===== src/rtl/core/assert_macros.svh =====
// Assertion macros included by the top-level RTL file; they sample on clk and are off in reset.
`ifndef ASSERT_MACROS_SVH
`define ASSERT_MACROS_SVH

`ifndef SYNTHESIS
`define ASSERT_IMPL(lbl, ante, cons) \
  lbl: assert property (@(posedge clk) disable iff (!rst_n) (ante) |-> (cons)) \
    else $error("assertion failed");
`define ASSERT_NEXT(lbl, ante, cons) \
  lbl: assert property (@(posedge clk) disable iff (!rst_n) (ante) |=> (cons)) \
    else $error("assertion failed");
`else
`define ASSERT_IMPL(lbl, ante, cons)
`define ASSERT_NEXT(lbl, ante, cons)
`endif

`endif


===== src/rtl/core/bbs_pkg.sv =====
// Package for the bitmap bit-ops and search unit: field widths, defaults, command codes.
package bbs_pkg;

  localparam int BITMAP_BITS_DEF = 1024;
  localparam int WORD_BITS_DEF   = 32;

  localparam int CMD_W  = 3;
  localparam int IDX_W  = 10;
  localparam int CFG_W  = 11;

  localparam int IN_TDATA_W  = 16;  // cmd + bit_index, padded to bytes
  localparam int OUT_TDATA_W = 16;  // old_bit + found + found_index, padded

  localparam logic [CFG_W-1:0] CFG_RESET = CFG_W'(1024);

  localparam logic [CMD_W-1:0] CMD_TEST  = 3'd0;
  localparam logic [CMD_W-1:0] CMD_SET   = 3'd1;
  localparam logic [CMD_W-1:0] CMD_CLR   = 3'd2;
  localparam logic [CMD_W-1:0] CMD_TSET  = 3'd3;
  localparam logic [CMD_W-1:0] CMD_TCLR  = 3'd4;
  localparam logic [CMD_W-1:0] CMD_FZERO = 3'd5;
  localparam logic [CMD_W-1:0] CMD_FONE  = 3'd6;

endpackage


===== src/rtl/core/bbs_ram.sv =====
// Generic single-write, single-read RAM with registered read data.
module bbs_ram #(
  parameter int WIDTH  = 32,
  parameter int DEPTH  = 32,
  parameter int ADDR_W = (DEPTH > 1) ? $clog2(DEPTH) : 1
) (
  input  logic              clk,
  input  logic              we,
  input  logic [ADDR_W-1:0] waddr,
  input  logic [WIDTH-1:0]  wdata,
  input  logic [ADDR_W-1:0] raddr,
  output logic [WIDTH-1:0]  rdata
);

  logic [WIDTH-1:0] mem [DEPTH];

  always_ff @(posedge clk) begin
    if (we) begin
      mem[waddr] <= wdata;
    end
    rdata <= mem[raddr];
  end

endmodule


===== src/rtl/core/bitmap_bit_ops_and_search_unit.sv =====
// Top level: bitmap with test/set/clear ops and forward bit searches over a word RAM.
//
//  channel | direction | handshake            | payload
//  --------+-----------+----------------------+---------------------------------------
//  in_     | input     | in_tvalid/in_tready  | in_tdata: cmd, bit_index
//  out_    | output    | out_tvalid/out_tready| out_tdata: old_bit, found, found_index
//  cfg_    | input     | cfg_valid/cfg_ready  | cfg_data: bits_in_use
//
//  One request at a time. Bit ops pass through ST_WORD and ST_DONE; out_tvalid rises and
//  in_tready returns as the state goes back to ST_IDLE. Searches read one word per cycle,
//  up to BITMAP_BITS/WORD_BITS words per request, stopping at a match or at the limit.
//  After reset a clearing pass writes zeros to all BITMAP_BITS/WORD_BITS words; in_tready
//  stays low meanwhile, cfg writes are taken always. A result held by out_tready low stalls
//  the next request in ST_DONE.
module bitmap_bit_ops_and_search_unit #(
  parameter int BITMAP_BITS = bbs_pkg::BITMAP_BITS_DEF,
  parameter int WORD_BITS   = bbs_pkg::WORD_BITS_DEF
) (
  input  logic                            clk,
  input  logic                            rst_n,
  input  logic                            in_tvalid,
  output logic                            in_tready,
  input  logic [bbs_pkg::IN_TDATA_W-1:0]  in_tdata,   // [2:0] cmd, [12:3] bit_index
  output logic                            out_tvalid,
  input  logic                            out_tready,
  output logic [bbs_pkg::OUT_TDATA_W-1:0] out_tdata,  // [0] old_bit, [1] found,
                                                      // [11:2] found_index
  input  logic                            cfg_valid,
  output logic                            cfg_ready,
  input  logic [bbs_pkg::CFG_W-1:0]       cfg_data
);

  import bbs_pkg::*;

  localparam int NUM_WORDS = BITMAP_BITS / WORD_BITS;
  localparam int POS_W     = $clog2(BITMAP_BITS);
  localparam int OFF_W     = $clog2(WORD_BITS);
  localparam int AW        = (POS_W > OFF_W) ? POS_W - OFF_W : 1;
  localparam int LW        = POS_W + 1;
  localparam int EXT_W     = (POS_W > IDX_W) ? POS_W : IDX_W;
  localparam int CW        = (LW > CFG_W) ? LW : CFG_W;

  localparam logic [2:0] ST_CLEAR = 3'd0;
  localparam logic [2:0] ST_IDLE  = 3'd1;
  localparam logic [2:0] ST_WORD  = 3'd2;
  localparam logic [2:0] ST_DONE  = 3'd3;

  function automatic logic [OFF_W-1:0] low_idx(input logic [WORD_BITS-1:0] v);
    logic [WORD_BITS-1:0] iso;
    logic [OFF_W-1:0]     r;
    iso = v & (~v + WORD_BITS'(1));
    r   = '0;
    for (int i = 0; i < WORD_BITS; i++) begin
      r = r | (iso[i] ? OFF_W'(i) : '0);
    end
    return r;
  endfunction

  logic [2:0]           state_r, state_nxt;
  logic [CFG_W-1:0]     cfg_r;
  logic [AW-1:0]        clr_cnt_r, clr_cnt_nxt;
  logic [CMD_W-1:0]     cmd_r, cmd_nxt;
  logic [AW-1:0]        word_r, word_nxt;
  logic [OFF_W-1:0]     off_r, off_nxt;
  logic                 first_r, first_nxt;
  logic                 res_old_r, res_old_nxt;
  logic                 res_found_r, res_found_nxt;
  logic [POS_W-1:0]     res_pos_r, res_pos_nxt;
  logic                 out_tvalid_r, out_tvalid_nxt;
  logic [OUT_TDATA_W-1:0] out_tdata_r, out_tdata_nxt;

  logic                 ram_we;
  logic [AW-1:0]        ram_waddr, ram_raddr;
  logic [WORD_BITS-1:0] ram_wdata, rd_q;

  logic [CMD_W-1:0]     in_cmd;
  logic [IDX_W-1:0]     in_bit_index;
  logic [POS_W-1:0]     in_pos;
  logic [CW-1:0]        cfg_ext;
  logic [LW-1:0]        lim, base, next_base;
  logic [WORD_BITS-1:0] bit_mask, lo_mask, lim_mask, cand;
  logic                 is_search, out_free;
  logic [EXT_W-1:0]     res_pos_ext;

  assign in_cmd       = in_tdata[CMD_W-1:0];
  assign in_bit_index = in_tdata[CMD_W+IDX_W-1:CMD_W];
  assign in_pos       = POS_W'(EXT_W'(in_bit_index));

  assign cfg_ext   = CW'(cfg_r);
  assign lim       = (cfg_ext > CW'(BITMAP_BITS)) ? LW'(BITMAP_BITS) : LW'(cfg_ext);
  assign base      = LW'(word_r) << OFF_W;
  assign next_base = base + LW'(WORD_BITS);

  assign bit_mask = WORD_BITS'(1) << off_r;
  assign lo_mask  = {WORD_BITS{1'b1}} << off_r;
  always_comb begin
    if (lim <= base) begin
      lim_mask = '0;
    end else if (lim >= next_base) begin
      lim_mask = {WORD_BITS{1'b1}};
    end else begin
      lim_mask = ~({WORD_BITS{1'b1}} << lim[OFF_W-1:0]);
    end
  end

  assign is_search = (cmd_r == CMD_FZERO) || (cmd_r == CMD_FONE);
  assign cand      = ((cmd_r == CMD_FONE) ? rd_q : ~rd_q) & lo_mask & lim_mask;
  assign out_free  = !out_tvalid_r || out_tready;

  assign in_tready  = (state_r == ST_IDLE);
  assign cfg_ready  = 1'b1;
  assign out_tvalid = out_tvalid_r;
  assign out_tdata  = out_tdata_r;

  assign res_pos_ext = EXT_W'(res_pos_r);

  always_comb begin
    state_nxt      = state_r;
    clr_cnt_nxt    = clr_cnt_r;
    cmd_nxt        = cmd_r;
    word_nxt       = word_r;
    off_nxt        = off_r;
    first_nxt      = first_r;
    res_old_nxt    = res_old_r;
    res_found_nxt  = res_found_r;
    res_pos_nxt    = res_pos_r;
    out_tvalid_nxt = out_tvalid_r && !out_tready;
    out_tdata_nxt  = out_tdata_r;
    ram_we         = 1'b0;
    ram_waddr      = word_r;
    ram_wdata      = rd_q;
    ram_raddr      = word_r;

    unique case (state_r)
      ST_CLEAR: begin
        ram_we      = 1'b1;
        ram_waddr   = clr_cnt_r;
        ram_wdata   = '0;
        clr_cnt_nxt = clr_cnt_r + AW'(1);
        if (clr_cnt_r == AW'(NUM_WORDS - 1)) begin
          state_nxt = ST_IDLE;
        end
      end
      ST_IDLE: begin
        ram_raddr = AW'(in_pos >> OFF_W);
        if (in_tvalid) begin
          cmd_nxt   = in_cmd;
          word_nxt  = AW'(in_pos >> OFF_W);
          off_nxt   = in_pos[OFF_W-1:0];
          first_nxt = 1'b1;
          state_nxt = ST_WORD;
        end
      end
      ST_WORD: begin
        ram_raddr = word_r + AW'(1);
        if (first_r) begin
          res_old_nxt = |(rd_q & bit_mask);
        end
        res_found_nxt = 1'b0;
        res_pos_nxt   = '0;
        if (is_search) begin
          if (|cand) begin
            res_found_nxt = 1'b1;
            res_pos_nxt   = POS_W'(base | LW'(low_idx(cand)));
            state_nxt     = ST_DONE;
          end else if (next_base < lim) begin
            word_nxt  = word_r + AW'(1);
            off_nxt   = '0;
            first_nxt = 1'b0;
          end else begin
            state_nxt = ST_DONE;
          end
        end else begin
          case (cmd_r) inside
            CMD_SET, CMD_TSET: begin
              ram_we    = 1'b1;
              ram_wdata = rd_q | bit_mask;
            end
            CMD_CLR, CMD_TCLR: begin
              ram_we    = 1'b1;
              ram_wdata = rd_q & ~bit_mask;
            end
            default: begin
            end
          endcase
          state_nxt = ST_DONE;
        end
      end
      ST_DONE: begin
        if (out_free) begin
          out_tvalid_nxt = 1'b1;
          out_tdata_nxt  = OUT_TDATA_W'({res_pos_ext[IDX_W-1:0], res_found_r, res_old_r});
          state_nxt      = ST_IDLE;
        end
      end
      default: begin
        state_nxt = ST_IDLE;
      end
    endcase
  end

  always_ff @(posedge clk) begin
    if (!rst_n) begin
      state_r      <= ST_CLEAR;
      clr_cnt_r    <= '0;
      cfg_r        <= CFG_RESET;
      out_tvalid_r <= 1'b0;
    end else begin
      state_r      <= state_nxt;
      clr_cnt_r    <= clr_cnt_nxt;
      out_tvalid_r <= out_tvalid_nxt;
      if (cfg_valid) begin
        cfg_r <= cfg_data;
      end
    end
  end

  always_ff @(posedge clk) begin
    cmd_r       <= cmd_nxt;
    word_r      <= word_nxt;
    off_r       <= off_nxt;
    first_r     <= first_nxt;
    res_old_r   <= res_old_nxt;
    res_found_r <= res_found_nxt;
    res_pos_r   <= res_pos_nxt;
    out_tdata_r <= out_tdata_nxt;
  end

  bbs_ram #(
    .WIDTH (WORD_BITS),
    .DEPTH (NUM_WORDS),
    .ADDR_W(AW)
  ) u_words (
    .clk  (clk),
    .we   (ram_we),
    .waddr(ram_waddr),
    .wdata(ram_wdata),
    .raddr(ram_raddr),
    .rdata(rd_q)
  );

`include "assert_macros.svh"

  // searches never modify the bitmap
  `ASSERT_IMPL(a_search_no_write, (state_r == ST_WORD) && is_search, !ram_we)
  // a reported match lies below the search limit
  `ASSERT_IMPL(a_found_below_lim, (state_r == ST_DONE) && res_found_r,
               LW'(res_pos_r) < lim)
  // later words of a scan start below the limit
  `ASSERT_IMPL(a_scan_in_range, (state_r == ST_WORD) && !first_r, base < lim)
  // a finished request reaches the output register once it is free
  `ASSERT_NEXT(a_done_to_out, (state_r == ST_DONE) && out_free,
               out_tvalid_r && (state_r == ST_IDLE))

endmodule


===== config.mk =====
export PLATFORM = sky130hd
export DESIGN_NAME = bitmap_bit_ops_and_search_unit
export DESIGN_NICKNAME = d
export VERILOG_FILES = /design/src/rtl/core/bbs_pkg.sv /design/src/rtl/core/bbs_ram.sv /design/src/rtl/core/bitmap_bit_ops_and_search_unit.sv
export VERILOG_INCLUDE_DIRS = /design/src /design/src/rtl/core
export SDC_FILE = /design/constraint.sdc
export NUM_CORES = 2
export LEC_CHECK = 0
export BUFFER_PORTS_ARGS = -buffer_cell sky130_fd_sc_hd__buf_2
export CORE_MARGIN = 4
export CORE_UTILIZATION = 63
export DETAILED_ROUTE_END_ITERATION = 12
export GPL_TIMING_DRIVEN = 0
export HOLD_SLACK_MARGIN = 0.1
export PLACE_DENSITY = 0.83
export SYNTH_ARGS = -nofsm -noshare
export SYNTH_HDL_FRONTEND = slang
export SYNTH_SLANG_ARGS = --single-unit

===== constraint.sdc =====
create_clock -name clk -period 6 [get_ports clk]
set_input_delay 0.3 -clock clk [delete_from_list [all_inputs] [get_ports clk]]
set_output_delay 0.3 -clock clk [all_outputs]
set_load 0.02 [all_outputs]

==> out/qor.yml <==
critical_path:
  crit_path_max_fanout: 10
  reg2reg_from: "cfg_ext[10]$_SDFFE_PN1P_"
  crit_type: "flip-flop to flip-flop"
  worst_r2r_endpoint: "off_r[3]$_SDFFCE_PP0P_"
  cp.arrival_ns: 6.18
  r2r_cells: 17
  required_ns: 6.35
  ff2ff_setup_slack_ns: 0.17
  setup.worst_path.end_class: "flip-flop"
  start_kind: "flip-flop"
global_route:
  overflow: 0
  antenna_found_initial: 8
  grt_pass1_vias: 28000
  grt_pass1_wl_um: 198000
  grtUsageTotal_pct: 35.9
  grt_max_degree: 33
timing:
  max_freq_mhz: 172
  tightest_slew_ns: 1.45
  final_hold_viol_count: 0
  whs_ns: 0.212
  relSlewSlack_pct: 0.695
  rsz0062_at_grt: "no"
  setup_violations: 0
  period_share_pct: 97.1
  clock_skew_ns: 0.0498
  final_max_slew_viol_count: 0
  min_period_ns: 5.83
min_path:
  hp-start: "in_tvalid"
  hold_depth: 2
  hold_path.class: "input pin to flip-flop"
  hold-path-endpoint: "cmd_r[1]$_DFFE_PP_"
synthesis:
  ys_ff_latch: 1113
  async_reset_ff_share_pct: 0
  avgSynthCellArea_um2: 16.9
  synth-seq-area-share_pct: 72.0
  synth_area_um2: 45700
  syn_inst: 2709
  ys_types: 79
  synth_enable_flop_cells: 1062
  yosys_warnings: 0
  ys.flop_type: "edfxtp_1"
clock_tree:
  cts_buffers: 105
  cts_root_buf: "clkbuf_16"
  cts_sinks: 1113
  cts_tree: "built"
  clkTransAtPathRegs_ns: 0.06
  clkLatencyLatePin_ns: 0.70
  htree_levels: 3
  clk_path_buf_depth: 3
finish:
  design_area_um2: 52000
  finalNonFillerCells: 3970
  fin_nets: 2985
  fin_util_pct: 72.5
  layout_common_cells: "edfxtp_1 (1062), nand2_1 (416), mux4_2 (256), o21ai_0 (163), clkbuf_1 (119)"
  layout-drive-gt1-share_pct: 19.6
  mostFrequentLayoutCell: "edfxtp_1"
  areaGrowthSynthToFinish_pct: 13.8
floorplanning:
  die_h_um: 277
  ios: 51
  core_um2: 71700
  initial_core_util_pct: 63.7
  dieArea_um2: 76900
  num_rows: 98
  die_w_um: 277
detailed_routing:
  vias: 28000
  viasPerCell: 7.05
  routed.top_layer: "met5"
  drc: 0
  post_drt_wl_per_cell_um: 34.7
  met1Wirelength_um: 47400
  wirelength_um: 138000
  drtIter0Drc: 4920
  wl_met2_um: 64200
  firstDrtPassIters: 8
  ant_nets: 0
  met3_length_um: 17700
power:
  leakage_uw: 0.0172
  ir_worst_vdd_uv: 398
  finalPower_uw: 25900
  cellPowerDensity_nw_per_um2: 498
outcome:
  status: "finished with violations"
  violations: "capacitance limit"
placed_design:
  placed_cell_area_um2: 48300
  gp_congestion: 1.04
  port_buffers: 42
  place_inst: 3743
  place_hpwl_um: 86200
flow_run:
  drv_cap: 1
metrics by stage:
step	setup WS (ns)	setup TNS [ns]
after global placement	-0.494	-23.66
after detailed placement	0.317	0
final	0.173	0
after CTS	0.295	0
after global routing	0.0177	0
after floorplan	1.44	0
where the power goes:
group          switching [uW]  total, uW  internal [uW]
clock                    2930       6490           3570
sequential                422      10100           9660
combinational            6160       9320           3160
total                    9510      25900          16400
cell type report:
type,instances,area [um2]
diodes,5,12.5
plain buffers,155,642
clock buffers,133,2790
clock inverters,55,536
fillers,4083,19700
inverters,27,101
multi-input cells,1417,12400
flip-flops and latches,1113,32900
well taps,950,1190
repair buffers,115,1440
Yosys cell counts (all sizes together) (5+ instances only):
cell type / number / area (um2)
a41oi: 5 / 51.3
a2111oi: 5 / 43.8
mux2i: 16 / 160
nand2: 416 / 1560
mux4: 256 / 5770
xor2: 23 / 201
nor4: 7 / 58.8
edfxtp: 1062 / 31900
xnor2: 13 / 114
a32oi: 6 / 52.6
and2: 12 / 75.1
nor2: 91 / 342
nor2b: 31 / 201
a31oi: 9 / 56.3
ha: 19 / 238
o21a: 8 / 62.6
a22oi: 8 / 60.1
buf: 59 / 282
nand2b: 14 / 87.6
o21ai: 172 / 880
nand4: 8 / 65.1
o31ai: 7 / 52.6
o211ai: 34 / 255
a21oi: 28 / 144
dfxtp: 51 / 1020
a211oi: 6 / 45.0
clkbuf: 96 / 360
a22o: 30 / 263
nand3: 101 / 505
or2: 8 / 50.1
a21o: 8 / 60.1
inv: 27 / 101
nor3: 12 / 60.1
kinds of logic (layout without fill, tap and decap cells):
kind of cell,Yosys count,after routing,synth area share (%)
DFF,1113,1113,72.0
and+or+nand+nor,719,719,6.90
AOI/OAI and AO/OA,364,364,5.22
muxes,274,274,13.0
buffers and inverters,182,485,1.63
xor gates and xnor gates,36,36,0.690
adders and majority gates,19,19,0.520
other,2,10,0.0164
critical path, cell delays in order (launching register included):
cell      delay, ns
dfxtp_1        0.41
buf_2          0.23
inv_2          0.08
clkbuf_1       0.47
nand2_1        0.18
inv_1          0.11
ha_1           0.26
a211oi_1       0.21
nand2_1        0.20
nor2_1         0.61
nor3_1         0.35
o21a_1         0.21
nor4bb_1       0.46
or4b_1         0.46
buf_2          0.19
or2_1          0.24
a21oi_1        0.53
buf_4          0.31
what timing repair did:
item                                    in CTS  in global routing
gates resized for setup                      0                  1
hold endpoints to repair                    28                  0
hold buffers                                34                  0
setup buffers                                0                  0
endpoints found under the setup margin       0                  1
sequential cells by signal (all words and copies together) (netlist names):
signal and count:
first_r 1, out_tdata 12, res_old_r 1, u_words.mem 1024, u_words.rdata 32, out_tvalid 1, cmd_r 3, off_r 5
res_pos_ext 10, word_r 5, res_found_r 1, state_r 2, clr_cnt_r 5, cfg_ext 11
metal layers:
layer / up-vias / GRT usage (%)
met5: - / 0
met4: 4 / 17.5
met1: 14000 / 48.8
li1: 11100 / -
met2: 2371 / 55.2
met3: 434 / 9.27
worst max-delay path by stage:
stage	startpoint	to	slack [ns]	cells after the start
after floorplan	cfg_ext[10]$_SDFFE_PN1P_	first_r$_DFFE_PP_	1.44	15
after global placement	state_r[0]$_SDFFE_PN0P_	u_words.mem[5][16]$_DFFE_PP_	-0.49	6
after detailed placement	cfg_ext[10]$_SDFFE_PN1P_	off_r[3]$_SDFFCE_PP0P_	0.32	17
after CTS	cfg_ext[10]$_SDFFE_PN1P_	off_r[3]$_SDFFCE_PP0P_	0.30	17
after global routing	cfg_ext[10]$_SDFFE_PN1P_	off_r[3]$_SDFFCE_PP0P_	0.02	17
final	cfg_ext[10]$_SDFFE_PN1P_	off_r[3]$_SDFFCE_PP0P_	0.17	17
(Power assumes the default switching activity.)
